**src/hdl/assert_macros.svh**
```systemverilog
// Assertion helpers shared by the RTL.
// Each expects clk_i and rst_ni in the scope where it is used.
`ifndef ASSERT_MACROS_SVH
`define ASSERT_MACROS_SVH

// Property checked at every clock edge while out of reset.
`define PLHP_ASSERT(lbl, prop, msg) \
  lbl: assert property (@(posedge clk_i) disable iff (!rst_ni) (prop)) else $error(msg);

// Implication checked in the same cycle.
`define PLHP_ASSERT_IMPL(lbl, pre, post, msg) \
  `PLHP_ASSERT(lbl, (pre) |-> (post), msg)

`endif

```
**src/hdl/plhp_pkg.sv**
```systemverilog
`timescale 1ns / 1ps
`default_nettype none

package plhp_pkg;

  localparam int TEMP_W     = 16;
  localparam int DIFF_W     = TEMP_W + 1;
  localparam int LVL_W      = 7;
  localparam int QUO_W      = LVL_W;
  localparam int PROD_W     = LVL_W + TEMP_W;
  localparam int CFG_DATA_W = 16;
  localparam int CFG_IDX_W  = 3;
  localparam int ACT_W      = 2;

  localparam int QUEUE_DEPTH = 2;
  localparam int QPTR_W      = $clog2(QUEUE_DEPTH);
  localparam int QCNT_W      = $clog2(QUEUE_DEPTH + 1);

  localparam logic [LVL_W-1:0] LEVEL_FULL_ON  = 7'd98;
  localparam logic [LVL_W-1:0] LEVEL_FULL_OFF = 7'd2;

  typedef enum logic [ACT_W-1:0] {
    ACT_SAMPLE = 2'd0,
    ACT_TICK   = 2'd1,
    ACT_START  = 2'd2,
    ACT_STOP   = 2'd3
  } action_e;

  typedef enum logic [CFG_IDX_W-1:0] {
    REG_SETPOINT   = 3'd0,
    REG_DELTA_LOW  = 3'd1,
    REG_LEVEL_LOW  = 3'd2,
    REG_DELTA_HIGH = 3'd3,
    REG_LEVEL_HIGH = 3'd4
  } reg_idx_e;

  // Classified command handed from front to back.
  typedef enum logic [2:0] {
    OP_SET_LOW,
    OP_SET_HIGH,
    OP_INTERP,
    OP_TICK,
    OP_START,
    OP_STOP
  } op_e;

  typedef struct packed {
    logic signed [TEMP_W-1:0] setpoint;
    logic signed [TEMP_W-1:0] delta_low;
    logic        [LVL_W-1:0]  level_low;
    logic signed [TEMP_W-1:0] delta_high;
    logic        [LVL_W-1:0]  level_high;
  } cfg_t;

  localparam cfg_t CFG_RESET = '{
    setpoint:   16'sh0000,
    delta_low:  16'shFFF0,
    level_low:  7'd100,
    delta_high: 16'sh0010,
    level_high: 7'd0
  };

  // offset: d - delta_low, only meaningful for OP_INTERP
  typedef struct packed {
    op_e               op;
    logic [TEMP_W-1:0] offset;
  } cmd_t;

endpackage

`default_nettype wire

```
**src/hdl/plhp_front.sv**
```systemverilog
`timescale 1ns / 1ps
`default_nettype none

module plhp_front
  import plhp_pkg::*;
(
  input  wire logic              clk_i,
  input  wire logic              rst_ni,
  input  wire cfg_t              cfg_i,
  input  wire logic              push_i,
  input  wire logic [ACT_W-1:0]  action_i,
  input  wire logic [TEMP_W-1:0] temperature_i,
  output logic                   full_o,
  output cmd_t                   cmd_o,
  output logic                   cmd_valid_o,
  input  wire logic              cmd_take_i
);

  logic signed [DIFF_W-1:0] diff, dlo, dhi, off_full;
  cmd_t                     cmd_in;
  logic                     wr_en;

  cmd_t              queue_q [QUEUE_DEPTH];
  logic [QPTR_W-1:0] wr_ptr_q, rd_ptr_q;
  logic [QCNT_W-1:0] count_q;

  // Classify: d = temperature - setpoint, checked against both break points.
  always_comb begin
    diff     = {temperature_i[TEMP_W-1], temperature_i} -
               {cfg_i.setpoint[TEMP_W-1], cfg_i.setpoint};
    dlo      = {cfg_i.delta_low[TEMP_W-1], cfg_i.delta_low};
    dhi      = {cfg_i.delta_high[TEMP_W-1], cfg_i.delta_high};
    off_full = diff - dlo;
    cmd_in.offset = off_full[TEMP_W-1:0];
    case (action_e'(action_i))
      ACT_SAMPLE: begin
        if (diff <= dlo) begin
          cmd_in.op = OP_SET_LOW;
        end else if (diff >= dhi) begin
          cmd_in.op = OP_SET_HIGH;
        end else begin
          cmd_in.op = OP_INTERP;
        end
      end
      ACT_TICK:  cmd_in.op = OP_TICK;
      ACT_START: cmd_in.op = OP_START;
      ACT_STOP:  cmd_in.op = OP_STOP;
      default:   cmd_in.op = OP_STOP;
    endcase
  end

  assign full_o      = (count_q == QCNT_W'(QUEUE_DEPTH));
  assign cmd_valid_o = (count_q != '0);
  assign cmd_o       = queue_q[rd_ptr_q];
  assign wr_en       = push_i && !full_o;

  always_ff @(posedge clk_i or negedge rst_ni) begin
    if (!rst_ni) begin
      wr_ptr_q <= '0;
      rd_ptr_q <= '0;
      count_q  <= '0;
    end else begin
      if (wr_en) begin
        wr_ptr_q <= (wr_ptr_q == QPTR_W'(QUEUE_DEPTH - 1)) ? '0 : wr_ptr_q + 1'b1;
      end
      if (cmd_take_i) begin
        rd_ptr_q <= (rd_ptr_q == QPTR_W'(QUEUE_DEPTH - 1)) ? '0 : rd_ptr_q + 1'b1;
      end
      if (wr_en && !cmd_take_i) begin
        count_q <= count_q + 1'b1;
      end else if (!wr_en && cmd_take_i) begin
        count_q <= count_q - 1'b1;
      end
    end
  end

  always_ff @(posedge clk_i) begin
    if (wr_en) begin
      queue_q[wr_ptr_q] <= cmd_in;
    end
  end

endmodule

`default_nettype wire

```
**src/hdl/plhp_back.sv**
```systemverilog
`timescale 1ns / 1ps
`default_nettype none

module plhp_back
  import plhp_pkg::*;
#(
  parameter int PERIOD_TOP = 100
) (
  input  wire logic             clk_i,
  input  wire logic             rst_ni,
  input  wire cfg_t             cfg_i,
  input  wire cmd_t             cmd_i,
  input  wire logic             cmd_valid_i,
  output logic                  cmd_take_o,
  output logic                  empty_o,
  input  wire logic             pop_i,
  output logic                  pin_out_o,
  output logic [LVL_W-1:0]      duty_report_o,
  output logic                  is_running_o,
  output logic [LVL_W-1:0]      phase_o
);

  localparam int PH_W  = $clog2(PERIOD_TOP + 1);
  localparam int CMP_W = (PH_W + 1 > LVL_W) ? PH_W + 1 : LVL_W;
  localparam int CNT_W = $clog2(QUO_W);

  typedef enum logic [1:0] {S_IDLE, S_MUL, S_DIV, S_FIN} state_e;

  state_e            state_q, state_d;
  logic              running_q, running_d;
  logic [PH_W-1:0]   phase_q, phase_d;
  logic [LVL_W-1:0]  duty_q, duty_d;
  logic              pin_q, pin_d;
  logic [CNT_W-1:0]  cnt_q;

  logic              out_valid_q;
  logic              out_pin_q, out_run_q;
  logic [LVL_W-1:0]  out_duty_q, out_phase_q;

  // divider datapath
  logic              neg_q;
  logic [LVL_W-1:0]  span_abs_q;
  logic [TEMP_W-1:0] offset_q, den_q, rem_q;
  logic [QUO_W-1:0]  low_q, quo_q;

  logic              slot_free, load, take;
  logic [PH_W:0]     phase_inc;
  logic [PH_W-1:0]   tick_phase;
  logic              tick_pin;
  logic [TEMP_W:0]   trial;
  logic              ge;
  logic [TEMP_W-1:0] rem_next;
  logic [LVL_W:0]    lvl_sum, span;
  logic signed [DIFF_W-1:0] dlo, dhi, den_full;
  logic [PROD_W-1:0] prod;

  assign slot_free  = !out_valid_q || pop_i;
  assign cmd_take_o = take;

  always_comb begin
    phase_inc  = (PH_W + 1)'(phase_q) + 1'b1;
    tick_phase = (phase_inc > (PH_W + 1)'(PERIOD_TOP)) ? '0 : phase_inc[PH_W-1:0];
    if (!running_q) begin
      tick_pin = 1'b0;
    end else if (duty_q >= LEVEL_FULL_ON) begin
      tick_pin = 1'b1;
    end else if (duty_q <= LEVEL_FULL_OFF) begin
      tick_pin = 1'b0;
    end else begin
      tick_pin = CMP_W'(tick_phase) < CMP_W'(duty_q);
    end

    // restoring divide, one quotient bit per cycle
    trial    = {rem_q, low_q[QUO_W-1]};
    ge       = trial >= {1'b0, den_q};
    rem_next = ge ? TEMP_W'(trial - {1'b0, den_q}) : trial[TEMP_W-1:0];

    // floor toward minus infinity: round the magnitude up when negative
    if (neg_q) begin
      lvl_sum = {1'b0, cfg_i.level_low} - {1'b0, quo_q} - (LVL_W + 1)'(rem_q != '0);
    end else begin
      lvl_sum = {1'b0, cfg_i.level_low} + {1'b0, quo_q};
    end

    span     = {1'b0, cfg_i.level_high} - {1'b0, cfg_i.level_low};
    dlo      = {cfg_i.delta_low[TEMP_W-1], cfg_i.delta_low};
    dhi      = {cfg_i.delta_high[TEMP_W-1], cfg_i.delta_high};
    den_full = dhi - dlo;
    prod     = PROD_W'(span_abs_q) * PROD_W'(offset_q);
  end

  always_comb begin
    state_d   = state_q;
    running_d = running_q;
    phase_d   = phase_q;
    duty_d    = duty_q;
    pin_d     = pin_q;
    load      = 1'b0;
    take      = 1'b0;
    case (state_q)
      S_IDLE: begin
        if (cmd_valid_i && slot_free) begin
          take = 1'b1;
          case (cmd_i.op)
            OP_SET_LOW: begin
              duty_d = cfg_i.level_low;
              load   = 1'b1;
            end
            OP_SET_HIGH: begin
              duty_d = cfg_i.level_high;
              load   = 1'b1;
            end
            OP_INTERP: state_d = S_MUL;
            OP_TICK: begin
              phase_d = tick_phase;
              pin_d   = tick_pin;
              load    = 1'b1;
            end
            OP_START: begin
              if (!running_q) begin
                phase_d   = '0;
                running_d = 1'b1;
              end
              load = 1'b1;
            end
            OP_STOP: begin
              running_d = 1'b0;
              phase_d   = '0;
              pin_d     = 1'b0;
              load      = 1'b1;
            end
            default: load = 1'b1;
          endcase
        end
      end
      S_MUL: state_d = S_DIV;
      S_DIV: begin
        if (cnt_q == CNT_W'(QUO_W - 1)) begin
          state_d = S_FIN;
        end
      end
      S_FIN: begin
        if (slot_free) begin
          duty_d  = lvl_sum[LVL_W-1:0];
          load    = 1'b1;
          state_d = S_IDLE;
        end
      end
      default: state_d = S_IDLE;
    endcase
  end

  always_ff @(posedge clk_i or negedge rst_ni) begin
    if (!rst_ni) begin
      state_q     <= S_IDLE;
      running_q   <= 1'b0;
      phase_q     <= '0;
      duty_q      <= '0;
      pin_q       <= 1'b0;
      cnt_q       <= '0;
      out_valid_q <= 1'b0;
    end else begin
      state_q   <= state_d;
      running_q <= running_d;
      phase_q   <= phase_d;
      duty_q    <= duty_d;
      pin_q     <= pin_d;
      if (state_q == S_MUL) begin
        cnt_q <= '0;
      end else if (state_q == S_DIV) begin
        cnt_q <= cnt_q + 1'b1;
      end
      if (load) begin
        out_valid_q <= 1'b1;
      end else if (pop_i) begin
        out_valid_q <= 1'b0;
      end
    end
  end

  always_ff @(posedge clk_i) begin
    if (load) begin
      out_pin_q   <= pin_d;
      out_run_q   <= running_d;
      out_duty_q  <= running_d ? duty_d : '0;
      out_phase_q <= LVL_W'(phase_d);
    end
    case (state_q)
      S_IDLE: begin
        if (take && cmd_i.op == OP_INTERP) begin
          offset_q   <= cmd_i.offset;
          den_q      <= den_full[TEMP_W-1:0];
          neg_q      <= span[LVL_W];
          span_abs_q <= span[LVL_W] ? LVL_W'(-span) : span[LVL_W-1:0];
        end
      end
      S_MUL: begin
        // product < 128 * divisor, so the top bits already sit below it
        rem_q <= prod[PROD_W-1:QUO_W];
        low_q <= prod[QUO_W-1:0];
      end
      S_DIV: begin
        rem_q <= rem_next;
        low_q <= {low_q[QUO_W-2:0], 1'b0};
        quo_q <= {quo_q[QUO_W-2:0], ge};
      end
      default: ;
    endcase
  end

  assign empty_o       = !out_valid_q;
  assign pin_out_o     = out_pin_q;
  assign duty_report_o = out_duty_q;
  assign is_running_o  = out_run_q;
  assign phase_o       = out_phase_q;

endmodule

`default_nettype wire

```
**src/hdl/piecewise_linear_heater_pwm.sv**
```systemverilog
// Heater controller: proportional band on temperature samples, software PWM on ticks.
// Input channel (queue style): drive action_i/temperature_i with push_i; a transaction
//   completes on a clock edge with push_i high and full_o low. Actions are sample,
//   tick, start and stop; temperature_i matters only for samples.
// Result channel: every input transaction yields exactly one result, in order. While
//   empty_o is low the oldest result sits on pin_out_o, duty_report_o, is_running_o
//   and phase_o; pop_i with empty_o low takes it.
// Configuration: cfg_we_i writes cfg_wdata_i into register cfg_idx_i (0 setpoint,
//   1 delta_low, 2 level_low, 3 delta_high, 4 level_high). Write only while idle.
// Path: ticks, start, stop and clamped samples pass from the command queue into the
//   output register when the back end takes them. Samples inside the band go through
//   the take cycle, a multiply step, a restoring divider (one quotient bit per cycle)
//   and a finishing step that waits for a free output slot.
// Throughput: one item per cycle while the output slot is free, for everything but
//   in-band samples, which hold the back end until their result is loaded.
// A two-entry command queue sits between front and back, so input keeps flowing while
//   a result waits in the output register. When pop_i stays low the back end stops
//   after that result and the queue fills, then full_o rises.
// Reset clears run state, counter, duty level and pin, empties both queues and loads
//   the register defaults (setpoint 0, break points -16/+16, levels 100/0).
`timescale 1ns / 1ps
`default_nettype none
`include "assert_macros.svh"

module piecewise_linear_heater_pwm
  import plhp_pkg::*;
#(
  parameter int PERIOD_TOP = 100
) (
  input  wire logic                  clk_i,
  input  wire logic                  rst_ni,
  input  wire logic                  cfg_we_i,
  input  wire logic [CFG_IDX_W-1:0]  cfg_idx_i,
  input  wire logic [CFG_DATA_W-1:0] cfg_wdata_i,
  input  wire logic                  push_i,
  output logic                       full_o,
  input  wire logic [ACT_W-1:0]      action_i,
  input  wire logic [TEMP_W-1:0]     temperature_i,
  output logic                       empty_o,
  input  wire logic                  pop_i,
  output logic                       pin_out_o,
  output logic [LVL_W-1:0]           duty_report_o,
  output logic                       is_running_o,
  output logic [LVL_W-1:0]           phase_o
);

  cfg_t cfg_q, cfg_d;
  cmd_t cmd;
  logic cmd_valid, cmd_take;

  // Register file, write only.
  always_comb begin
    cfg_d = cfg_q;
    if (cfg_we_i) begin
      case (reg_idx_e'(cfg_idx_i))
        REG_SETPOINT:   cfg_d.setpoint   = cfg_wdata_i;
        REG_DELTA_LOW:  cfg_d.delta_low  = cfg_wdata_i;
        REG_LEVEL_LOW:  cfg_d.level_low  = cfg_wdata_i[LVL_W-1:0];
        REG_DELTA_HIGH: cfg_d.delta_high = cfg_wdata_i;
        REG_LEVEL_HIGH: cfg_d.level_high = cfg_wdata_i[LVL_W-1:0];
        default: ;
      endcase
    end
  end

  always_ff @(posedge clk_i or negedge rst_ni) begin
    if (!rst_ni) begin
      cfg_q <= CFG_RESET;
    end else begin
      cfg_q <= cfg_d;
    end
  end

  // Front: accept and classify samples against the band, queue commands.
  plhp_front u_front (
    .clk_i         (clk_i),
    .rst_ni        (rst_ni),
    .cfg_i         (cfg_q),
    .push_i        (push_i),
    .action_i      (action_i),
    .temperature_i (temperature_i),
    .full_o        (full_o),
    .cmd_o         (cmd),
    .cmd_valid_o   (cmd_valid),
    .cmd_take_i    (cmd_take)
  );

  // Back: execute commands, interpolate, run the PWM counter, hold the result.
  plhp_back #(
    .PERIOD_TOP (PERIOD_TOP)
  ) u_back (
    .clk_i         (clk_i),
    .rst_ni        (rst_ni),
    .cfg_i         (cfg_q),
    .cmd_i         (cmd),
    .cmd_valid_i   (cmd_valid),
    .cmd_take_o    (cmd_take),
    .empty_o       (empty_o),
    .pop_i         (pop_i),
    .pin_out_o     (pin_out_o),
    .duty_report_o (duty_report_o),
    .is_running_o  (is_running_o),
    .phase_o       (phase_o)
  );

  // Back end must never pull from an empty command queue.
  `PLHP_ASSERT_IMPL(a_take_needs_cmd, cmd_take, cmd_valid, "back took from empty queue")
  // Pin is only ever driven high while modulation runs.
  `PLHP_ASSERT_IMPL(a_pin_low_stopped, !empty_o && !is_running_o, !pin_out_o,
                    "pin high while stopped")
  // Duty report reads zero whenever stopped.
  `PLHP_ASSERT_IMPL(a_duty_zero_stopped, !empty_o && !is_running_o, duty_report_o == '0,
                    "duty reported while stopped")

endmodule

`default_nettype wire
```
**config.mk**
```make
export PLATFORM = sky130hd
export DESIGN_NAME = piecewise_linear_heater_pwm
export DESIGN_NICKNAME = d
export VERILOG_FILES = /design/src/hdl/plhp_pkg.sv /design/src/hdl/plhp_front.sv /design/src/hdl/plhp_back.sv /design/src/hdl/piecewise_linear_heater_pwm.sv
export VERILOG_INCLUDE_DIRS = /design/src /design/src/hdl
export SDC_FILE = /design/constraint.sdc
export NUM_CORES = 1
export LEC_CHECK = 0
export BUFFER_PORTS_ARGS = -buffer_cell sky130_fd_sc_hd__buf_2
export CAP_MARGIN = 10
export CORE_ASPECT_RATIO = 1.4
export CORE_MARGIN = 2
export CORE_UTILIZATION = 61
export CTS_CLUSTER_SIZE = 24
export DETAILED_ROUTE_END_ITERATION = 10
export PLACE_DENSITY = 0.87
export REMOVE_ABC_BUFFERS = 1
export SLEW_MARGIN = 15
export SYNTH_ARGS = -nofsm -noshare
export SYNTH_HDL_FRONTEND = slang
export SYNTH_SLANG_ARGS = --single-unit
```
**constraint.sdc**
```tcl
create_clock -name clk_i -period 7.2 [get_ports clk_i]
set_clock_uncertainty 0.05 [all_clocks]
set_input_delay 0.72 -clock clk_i [delete_from_list [all_inputs] [get_ports clk_i]]
set_output_delay 0.72 -clock clk_i [all_outputs]
set_load 0.03 [all_outputs]
```
==> impl_metrics.env <==
export IMPL_status="finished, final reports clean"
export IMPL_cts_tree="done"
export IMPL_die_w_microns=142
export IMPL_grt_max_degree=79
export IMPL_globalRouteOverflowTotal=0
export IMPL_drive_gt1_frac=0.115
export IMPL_synth_compound_area_share=0.125
export IMPL_netlist_instances=1642
export IMPL_ctsResizeCount=0
export IMPL_fin_ws_ps=1380
export IMPL_clkSinkCount=212
export IMPL_slew_violations=0
export IMPL_hold_path_end="cfg_q[53]"
export IMPL_drt_pass1_iter_count=6
export IMPL_gp_congestion=0.975
export IMPL_yosys_register_bits=212
export IMPL_netlist_area_sq_um=16400
export IMPL_finalPower_mw=8.85
export IMPL_hold_viol=0
export IMPL_setup_worst_path_start_class="flop"
export IMPL_regToRegStartpoint="u_back.span_abs_q[3]"
export IMPL_min_period_over_period=0.808
export IMPL_hp_class="input port to flop"
export IMPL_synth_area_leader_cell="edfxtp_1"
export IMPL_place_ws_ps=1670
export IMPL_path_cells="and2_1, fa_1, fa_1, fa_1, inv_1, fa_1, inv_1, ha_1, a21oi_1, o21ai_0, o2111ai_1, a21oi_1, o311a_1, o21ai_0, nor4b_1, nor3_1"
export IMPL_num_rows=71
export IMPL_cp_end_kind="flop"
export IMPL_ioPinCount=60
export IMPL_diodes=0
export IMPL_crit_slowest_cell="edfxtp_1"
export IMPL_leakage_nw=8.13
export IMPL_fin_crit_ps=5820
export IMPL_rsz0062_at_grt="no"
export IMPL_power_density_nw_per_um2=498
export IMPL_setup_viol=0
export IMPL_drt_iter0_drc=692
export IMPL_drc=0
export IMPL_ant_nets=0
export IMPL_setup_tns_ps=0
export IMPL_antenna_found_initial=1
export IMPL_reg2reg_to="u_back.rem_q[13]"
export IMPL_whs_path_depth=3
export IMPL_final_nets=1980
export IMPL_max_stage_delay_ps=620
export IMPL_hpwlAfterDp_microns=29400
export IMPL_maxCapViolations=0
export IMPL_yosys_area_share_simple=0.142
export IMPL_cts_root_buf="clkbuf_16"
export IMPL_start_util=0.615
export IMPL_area_growth_pct=8.56
export IMPL_cts_max_path_buffers=3
export IMPL_whs_ps=383
export IMPL_design_core_area_sq_um=26700
export IMPL_worstSetupPathType="flop to flop"
export IMPL_vdd_drop_max_v=0.000276
export IMPL_grt_use_total=0.285
export IMPL_ys_types=75
export IMPL_worstPathRequired_ps=7420
export IMPL_synth_top_family_by_area="adder cells"
export IMPL_hold_buffers=1
export IMPL_synth_async_reset_ratio=0.415
export IMPL_vias=12500
export IMPL_synth_xor_area_share=0.0497
export IMPL_slew_headroom=0.311
export IMPL_synthMuxAreaShare=0.0461
export IMPL_tightestPinTransition_ps=1030
export IMPL_critical_path_max_fanout=16
export IMPL_wl_per_cell_microns=18.9
export IMPL_wl_microns=38700
export IMPL_synth_fa_ha_area_frac=0.217
export IMPL_cpMostUsedCell="fa_1"
export IMPL_die_area_sq_um=28200
export IMPL_avgSynthCellArea_sq_um=9.98
export IMPL_grt_pass1_vias=13000
export IMPL_portBuffers=59
export IMPL_yosys_area_top_type_share=0.227
export IMPL_min_from="cfg_wdata_i[7]"
export IMPL_path_clk_slew_ps=70
export IMPL_synth_edf_count=124
export IMPL_synth_area_top_cells="edfxtp_1 23%, ha_1 12%, dfrtp_1 11%, fa_1 9.4%, inv_1 4.8%"
export IMPL_fp_dieH_microns=198
export IMPL_htree_levels=1
export IMPL_synth_ff_type="edfxtp_1"
export IMPL_cp_data_arrival_time_ps=6040
export IMPL_yosysSeqAreaShare=0.363
export IMPL_numCtsBuffers=22
export IMPL_reg2reg_depth=16
export IMPL_post_cts_buffers=0
export IMPL_grt_pass1_wl_microns=64100
export IMPL_postLayoutCoreUtil=0.667
export IMPL_yosys_warnings=0
export IMPL_avgViaCountPerCell=6.09
export IMPL_fmax_mhz=172
export IMPL_r2r_setup_slack_ps=1380
export IMPL_insertion_delay_ps=530
[area by class of cell]
class | instances | area (sq um)
timing repair buffer | 69 | 388
tap | 328 | 410
clock inverter | 13 | 116
inverter | 212 | 796
clock buffer | 27 | 611
multi-input combinational | 1183 | 9520
fill | 1940 | 8870
sequential | 212 | 5950
[critical path: cells and delay by family (launching register included)]
kind	cells	cell delay (ps)
and+or+nand+nor	3	830
buffers and inverters	2	120
AOI/OAI and AO/OA	6	1470
adders and majority gates	5	2470
DFF	1	620
[flip-flops by register name, indices dropped and copies added (netlist names), 2 cells and up]
register	flops
u_back.rem_q	16
cfg_q	62
u_back.state_q	2
u_front.count_q	2
u_back.duty_report_o	7
u_front.queue_q	38
u_back.duty_q	7
u_back.low_q	7
u_back.span_abs_q	7
u_back.cnt_q	3
u_back.den_q	16
u_back.quo_q	7
u_back.phase_o	7
u_back.phase_q	7
u_back.offset_q	16
[worst max path at each step]
stage	start	to	slack (ps)	cells after the start
2_1_floorplan	u_back.span_abs_q[6]	u_back.rem_q[15]	2140	16
3_3_place_gp	u_back.span_abs_q[6]	u_back.rem_q[15]	1790	16
3_5_place_dp	u_back.span_abs_q[6]	u_back.rem_q[13]	1670	16
4_1_cts	u_back.span_abs_q[6]	u_back.rem_q[13]	1410	16
5_1_grt	u_back.span_abs_q[3]	u_back.rem_q[13]	1000	16
6_report	u_back.span_abs_q[3]	u_back.rem_q[13]	1380	16
[through the flow]
| stage | cells | cell area, sq um |
|---|---|---|
| floorplan | 1607 | 16200 |
| global placement | 2002 | 17000 |
| detailed placement | 2002 | 17000 |
| CTS | 2043 | 17800 |
| global route | 2044 | 17800 |
| finish | 2044 | 17800 |
[report_power, final]
group / internal (mW) / switching [mW]
clock network: 0.650 / 0.522
logic: 2.22 / 3.21
registers: 2.00 / 0.254
total: 4.87 / 3.98
[synthesized netlist by cell type, types with 13 or more instances]
| cell | instances |
|---|---|
| inv_1 | 211 |
| xnor2_1 | 69 |
| o21a_1 | 13 |
| mux2i_1 | 21 |
| nor3_1 | 28 |
| nor2b_1 | 16 |
| mux2_2 | 47 |
| nand2b_1 | 15 |
| and3_1 | 17 |
| fa_1 | 77 |
| a31oi_1 | 15 |
| dfstp_2 | 16 |
| and2_1 | 93 |
| ha_1 | 161 |
| nor2_1 | 77 |
| xor2_1 | 22 |
| dfrtp_1 | 72 |
| clkbuf_1 | 31 |
| o21ai_0 | 98 |
| a21o_1 | 29 |
| edfxtp_1 | 124 |
| nand3_1 | 29 |
| a21oi_1 | 74 |
| nand2_1 | 136 |
[per-layer routing]
metal | global-route usage | vias up | part of all wire
li1 | - | 5800 | -
met1 | 0.316 | 6059 | 0.37
met2 | 0.526 | 442 | 0.53
met3 | 0.0326 | 151 | 0.043
met4 | 0.159 | 2 | 0.063
met5 | 0 | - | 0.00049
[logic make-up (layout without fill, tap and decap cells)]
group | after synthesis | after routing
flip-flops | 212 | 212
adder cells (fa/ha/maj) | 238 | 238
AO/OA/AOI/OAI | 321 | 321
buffers and inverters | 247 | 321
AND/OR/NAND/NOR | 463 | 463
XOR/XNOR | 92 | 92
multiplexers | 69 | 69
[cells in the final DEF, fill, tap and decap left out, types with 7 or more instances in the layout]
master / synthesis / final
a31o_2: 8 / 8
dfrtp_1: 72 / 72
nand2_1: 136 / 136
xor2_1: 22 / 22
ha_1: 161 / 161
edfxtp_1: 124 / 124
nor3_1: 28 / 28
o21bai_1: 7 / 7
mux2_2: 47 / 47
and2_1: 93 / 93
inv_1: 211 / 211
xnor2_1: 69 / 69
nand2b_1: 15 / 15
a211oi_1: 8 / 8
nor2_1: 77 / 77
buf_4: 0 / 9
or3_1: 11 / 11
and3_1: 17 / 17
nor2b_1: 16 / 15
o21a_1: 13 / 13
fa_1: 77 / 77
mux2i_1: 21 / 21
o21ai_0: 98 / 98
a21o_1: 29 / 29
a21boi_0: 8 / 8
nand3_1: 29 / 29
buf_2: 1 / 58
nand4_1: 11 / 11
dfstp_2: 16 / 16
clkbuf_16: 0 / 23
a31oi_1: 15 / 15
a21oi_1: 74 / 74
Power figures use the tool's default switching activity.
